[config.mk]
export PLATFORM = sky130hd
export DESIGN_NAME = tpbw_ram
export DESIGN_NICKNAME = d
export VERILOG_FILES = /design/src/rtl/core/tpbw_ram.sv
export SDC_FILE = /design/constraint.sdc
export NUM_CORES = 1
export LEC_CHECK = 0
export BUFFER_PORTS_ARGS = -buffer_cell sky130_fd_sc_hd__buf_4
export CAP_MARGIN = 0
export CORE_MARGIN = 5
export CORE_UTILIZATION = 48
export DETAILED_ROUTE_END_ITERATION = 7
export SYNTH_ARGS = -nofsm -noshare
export SYNTH_HDL_FRONTEND = slang
export SYNTH_SLANG_ARGS = --single-unit
[constraint.sdc]
create_clock -name clk -period 2.6 [get_ports clk]
set_input_delay 0.13 -clock clk [delete_from_list [all_inputs] [get_ports clk]]
set_output_delay 0.13 -clock clk [all_outputs]
set_load 0.005 [all_outputs]
[src/rtl/core/tpbw_ram.sv]
`timescale 1ns / 1ps
// ----------------------------------------------------------------------------
// Generic RAM
// One write port and one read port, read data registered.
// ----------------------------------------------------------------------------
module tpbw_ram #(
  parameter int  WIDTH  = 8,
  parameter int  DEPTH  = 16,
  localparam int ADDR_W = (DEPTH > 1) ? $clog2(DEPTH) : 1
) (
  input  logic              clk,
  input  logic              we,
  input  logic [ADDR_W-1:0] waddr,
  input  logic [WIDTH-1:0]  wdata,
  input  logic              re,
  input  logic [ADDR_W-1:0] raddr,
  output logic [WIDTH-1:0]  rdata
);

  logic [WIDTH-1:0] mem [DEPTH];

  always_ff @(posedge clk) begin
    if (we) begin
      mem[waddr] <= wdata;
    end
    if (re) begin
      rdata <= mem[raddr];
    end
  end

endmodule

* Word-level counts from Yosys, hierarchy flattened
Memories as Yosys holds them, arrays and structs flattened. A register that Yosys moved wholly into a read port is not among the register bits.
Index checks and enable logic that the tools add are counted.
** Word-level totals
- Bits in registers :: 0
- Latch bits :: 0
- Bits in writable memories :: 128
- Bits in read-only memories :: 0
- Input bits :: 19
- Output and inout bits :: 8
- Word-level logic and storage cells :: 3
- Memories kept :: 1
** Operators by class
- Add/sub/neg operators :: 0
- Multiply operators :: 0
- Divide/modulo/power cells :: 0
- Order comparisons :: 0
- Equal/unequal tests :: 0
- Shift-type cells :: 0
- Multiplexer cells :: 2
- Bitwise logic cells :: 0
- Reductions and logical operators :: 0
** Memories
- mem :: words 16, bits a word 8, read ports 1, clocked after memory_dff 1, write ports 1, RTL line 20 : logic [WIDTH-1:0] mem [DEPTH];
** Operators with widths (number)
- $mux W1 :: 2

* Longest topological paths before layout
- Depth in word-level cells :: 2
- Depth in mapped cells :: 5
- Gate-level depth less buffers :: 3

* Worst setup path after synthesis
OpenSTA, ideal clock, no wires.
- Kind :: input to register
- Start point :: input waddr[2]
- End point :: memory mem[0][0] (enable)
- Library setup time :: 383 ps
- Arrival time :: 1240 ps
- Data required time :: 2217 ps
- Path slack :: 977 ps
- Stages on the path :: 2
- Path buffers :: 0
- Cell sequence :: or3b_2 nor3_1
** RTL lines
- start, declared :: RTL line 13 : input logic [ADDR_W-1:0] waddr,
- end, declared :: RTL line 20
No word-level cell before the write port.

==> flow_metrics.py <==
metrics = {
    "sta": {
        "skew_ns": 0.005710,
        "fin_crit_sh_pct": 60.30,
        "maxSlewViolCount": 0,
        "rsz0062_at_grt": "false",
        "final_hold_viol_count": 0,
        "max_slew_margin_pct": 43.73,
        "worstMarginPinSlew_ns": 0.8410,
        "tns_ns": 0,
        "min_period_ns": 1.568,
        "fmax_mhz": 637.9,
        "setup_viol": 0,
    },
    "critical_path": {
        "critPathLaunchType": "flip-flop",
        "critical_path_class": "reg2reg",
        "cp_cell_sequence": "mux4_1 -> a22oi_1 -> nand2_1",
        "critPathMaxStageDelay_ns": 0.52,
        "crit_buf_inv": 0,
        "arrival_ns": 1.83,
        "crit_path_end_kind": "flip-flop",
        "cp_slowest_cell": "mux4_1",
        "required_ns": 2.86,
        "path_delay_family": "multiplexers",
        "cp_max_fo": 1,
    },
    "drt": {
        "vias": 2418,
        "wl_per_cell_um": 22.12,
        "drt_iter0_markers": 169,
        "routed_wirelength_mm": 9.755,
        "viasPerCell": 5.483,
        "first_pass_iters": 5,
        "ant_nets": 0,
        "drc_errors": 0,
    },
    "floorplan": {
        "core_sq_um": 10750,
        "die_height_um": 114.4,
        "die_area_sq_um": 13080,
        "floorplan.initialDensity_pct": 48.65,
        "ios": 27,
        "die_x_um": 114.4,
        "core.rowCount": 38,
    },
    "clocking": {
        "clk_pin_slew_ns": 0.06,
        "htreeDepth": 4,
        "numClockSinks": 136,
        "postCtsSetupBuffers": 0,
        "clockBufferDepth": 2,
        "clk_latency_ns": 0.52,
        "cts-root-buf": "clkbuf_8",
        "cts_tree": "done",
        "cts-buffers-inserted": 17,
    },
    "worst_hold_path": {
        "hold_path.class": "in2reg",
    },
    "placed_design": {
        "dp_hpwl_mm": 5.969,
        "port_buffers": 26,
        "gp_congestion": 0.7081,
    },
    "pwr": {
        "max-vdd-ir-drop_uv": 364.2,
        "combPwrFrac_pct": 4.9,
        "switching_share_pct": 19.55,
        "leakagePower_uw": 0.002105,
        "design_power_total_uw": 4875,
        "seqPwrFrac_pct": 50.9,
        "clkPwrFrac_pct": 44.2,
        "p_sw_uw": 952.9,
        "intPower_uw": 3922,
        "power.density_nw_per_um2": 780.1,
    },
    "final_layout": {
        "area_growth_pct": 19.53,
        "final_cell_mix": "edfxtp_1 (136), buf_4 (41), mux4_2 (18)",
        "final_common_cell": "edfxtp_1",
        "nets": 307,
        "layout-drive-gt1-share_pct": 27.91,
        "diodes": 0,
        "seq_area_sq_um": 4084,
        "multi_input_area_sq_um": 1057,
        "nFillCells": 827,
    },
    "global_route": {
        "grt.total_usage_pct": 16.36,
        "antenna_found_initial": 0,
        "grt_pass1_wl_mm": 15.10,
        "grt_pass1_vias": 2549,
        "grt_start_max_net_pins": 33,
        "grt_overflow_total": 0,
    },
    "synth": {
        "synth_top_area_share_pct": 78.12,
        "synth_seq_cells": 136,
        "syn-mean-instance-area_sq_um": 22.83,
        "syn_nets": 248,
        "ys_warn_count": 0,
        "synthTopCellsByArea": "edfxtp_1 (78%), mux4_2 (7.8%), mux4_1 (7.0%)",
        "yosysSeqAreaShare_pct": 78.12,
        "synth_area_sq_um": 5228,
        "syn_inst": 229,
        "yosysTopAreaCell": "edfxtp_1",
        "yosys.cell_types.count": 18,
    },
    "flow_run": {
        "drv_cap": 0,
    },
    "status": {
        "outcome": "completed",
    },
}
==> final timing paths <==
| path | from | endpoint | slack (ns) | cells after the start |
|---|---|---|---|---|
| max | mem[1][3] | rdata[3] | 1.03 | 3 |
| max reg2reg | mem[1][3] | rdata[3] | 1.03 | 3 |
| min reg2reg | mem[12][6] | rdata[6] | 0.74 | 3 |
| min | waddr[0] | mem[4][1] | 0.04 | 2 |
==> stage by stage <==
| stage | area (sq um) | std cells | worst slack [ns] | hold slack (ns) | util, % |
|---|---|---|---|---|---|
| floorplan | 5228 | 229 | 0.9771 | 0.2289 | - |
| global placement | 5624 | 400 | 0.6483 | 0.4292 | 52.34 |
| detailed placement | 5624 | 400 | 0.6504 | 0.4264 | 52.34 |
| CTS | 6248 | 441 | 1.059 | 0.01616 | 58.15 |
| global route | 6248 | 441 | 0.9793 | 0.04629 | 58.15 |
| finish | 6248 | 441 | 1.032 | 0.03580 | 58.15 |
==> timing repair <==
action | CTS | global route
endpoints found under the hold margin | 136 | 0
hold buffers | 9 | 0
resized for setup | 0 | 0
==> cell usage after synthesis <==
master,n
buf_2,3
mux4_1,14
nand2b_1,2
edfxtp_1,136
nand2_1,9
nor3_1,4
or3b_2,1
mux4_2,18
nand3_1,1
and2b_1,1
a22oi_1,16
nand3b_1,2
nor2b_1,1
clkdlybuf4s25_2,3
buf_4,1
buf_6,3
and2_1,1
nor2_1,13
==> power groups by stage <==
| stage | logic [uW] | registers [uW] | clock network [uW] |
|---|---|---|---|
| 6_report | 238 | 2480 | 2150 |
| 3_3_place_gp | 229 | 2530 | 0 |
| 5_1_grt | 260 | 2490 | 2300 |
| 2_1_floorplan | 125 | 2530 | 0 |
| 4_1_cts | 243 | 2480 | 2200 |
| 3_5_place_dp | 232 | 2530 | 0 |
==> worst register-to-register path, cell delays in order (launching register included) <==
cell      delay, ns
edfxtp_1       0.36
mux4_1         0.52
a22oi_1        0.34
nand2_1        0.10
==> state kept, by name, indices dropped and copies added, names as in the netlist <==
name / flops
rdata: 8
mem: 128
==> cells by family (layout without fill, tap and decap cells) <==
| kind of cell | Yosys count | after routing | share of synthesized area (%) |
|---|---|---|---|
| buffers and inverters | 10 | 82 | 1.651 |
| AND/OR/NAND/NOR | 35 | 35 | 3.136 |
| AO/OA/AOI/OAI | 16 | 16 | 2.298 |
| flip-flops | 136 | 136 | 78.12 |
| multiplexers | 32 | 32 | 14.79 |
==> metal layers <==
layer  track usage [%]  share of wire (%)  wire (um)  vias up
met2             25.21                 48       4666       78
met5                 0                  0          0        -
met4             5.701                1.7        165        0
li1                  -                  -          -     1100
met3             4.757                6.1        592       18
met1             22.54                 44       4330     1222
==> cell type report <==
| class | count | area share [%] |
|---|---|---|
| Clock inverter | 12 | 1.742 |
| Clock buffer | 20 | 6.808 |
| Multi-Input combinational cell | 83 | 16.92 |
| Timing Repair Buffer | 50 | 6.368 |
| Tap cell | 140 | 2.803 |
| Sequential cell | 136 | 65.36 |
No activity file was read; power rests on OpenSTA's default activity.
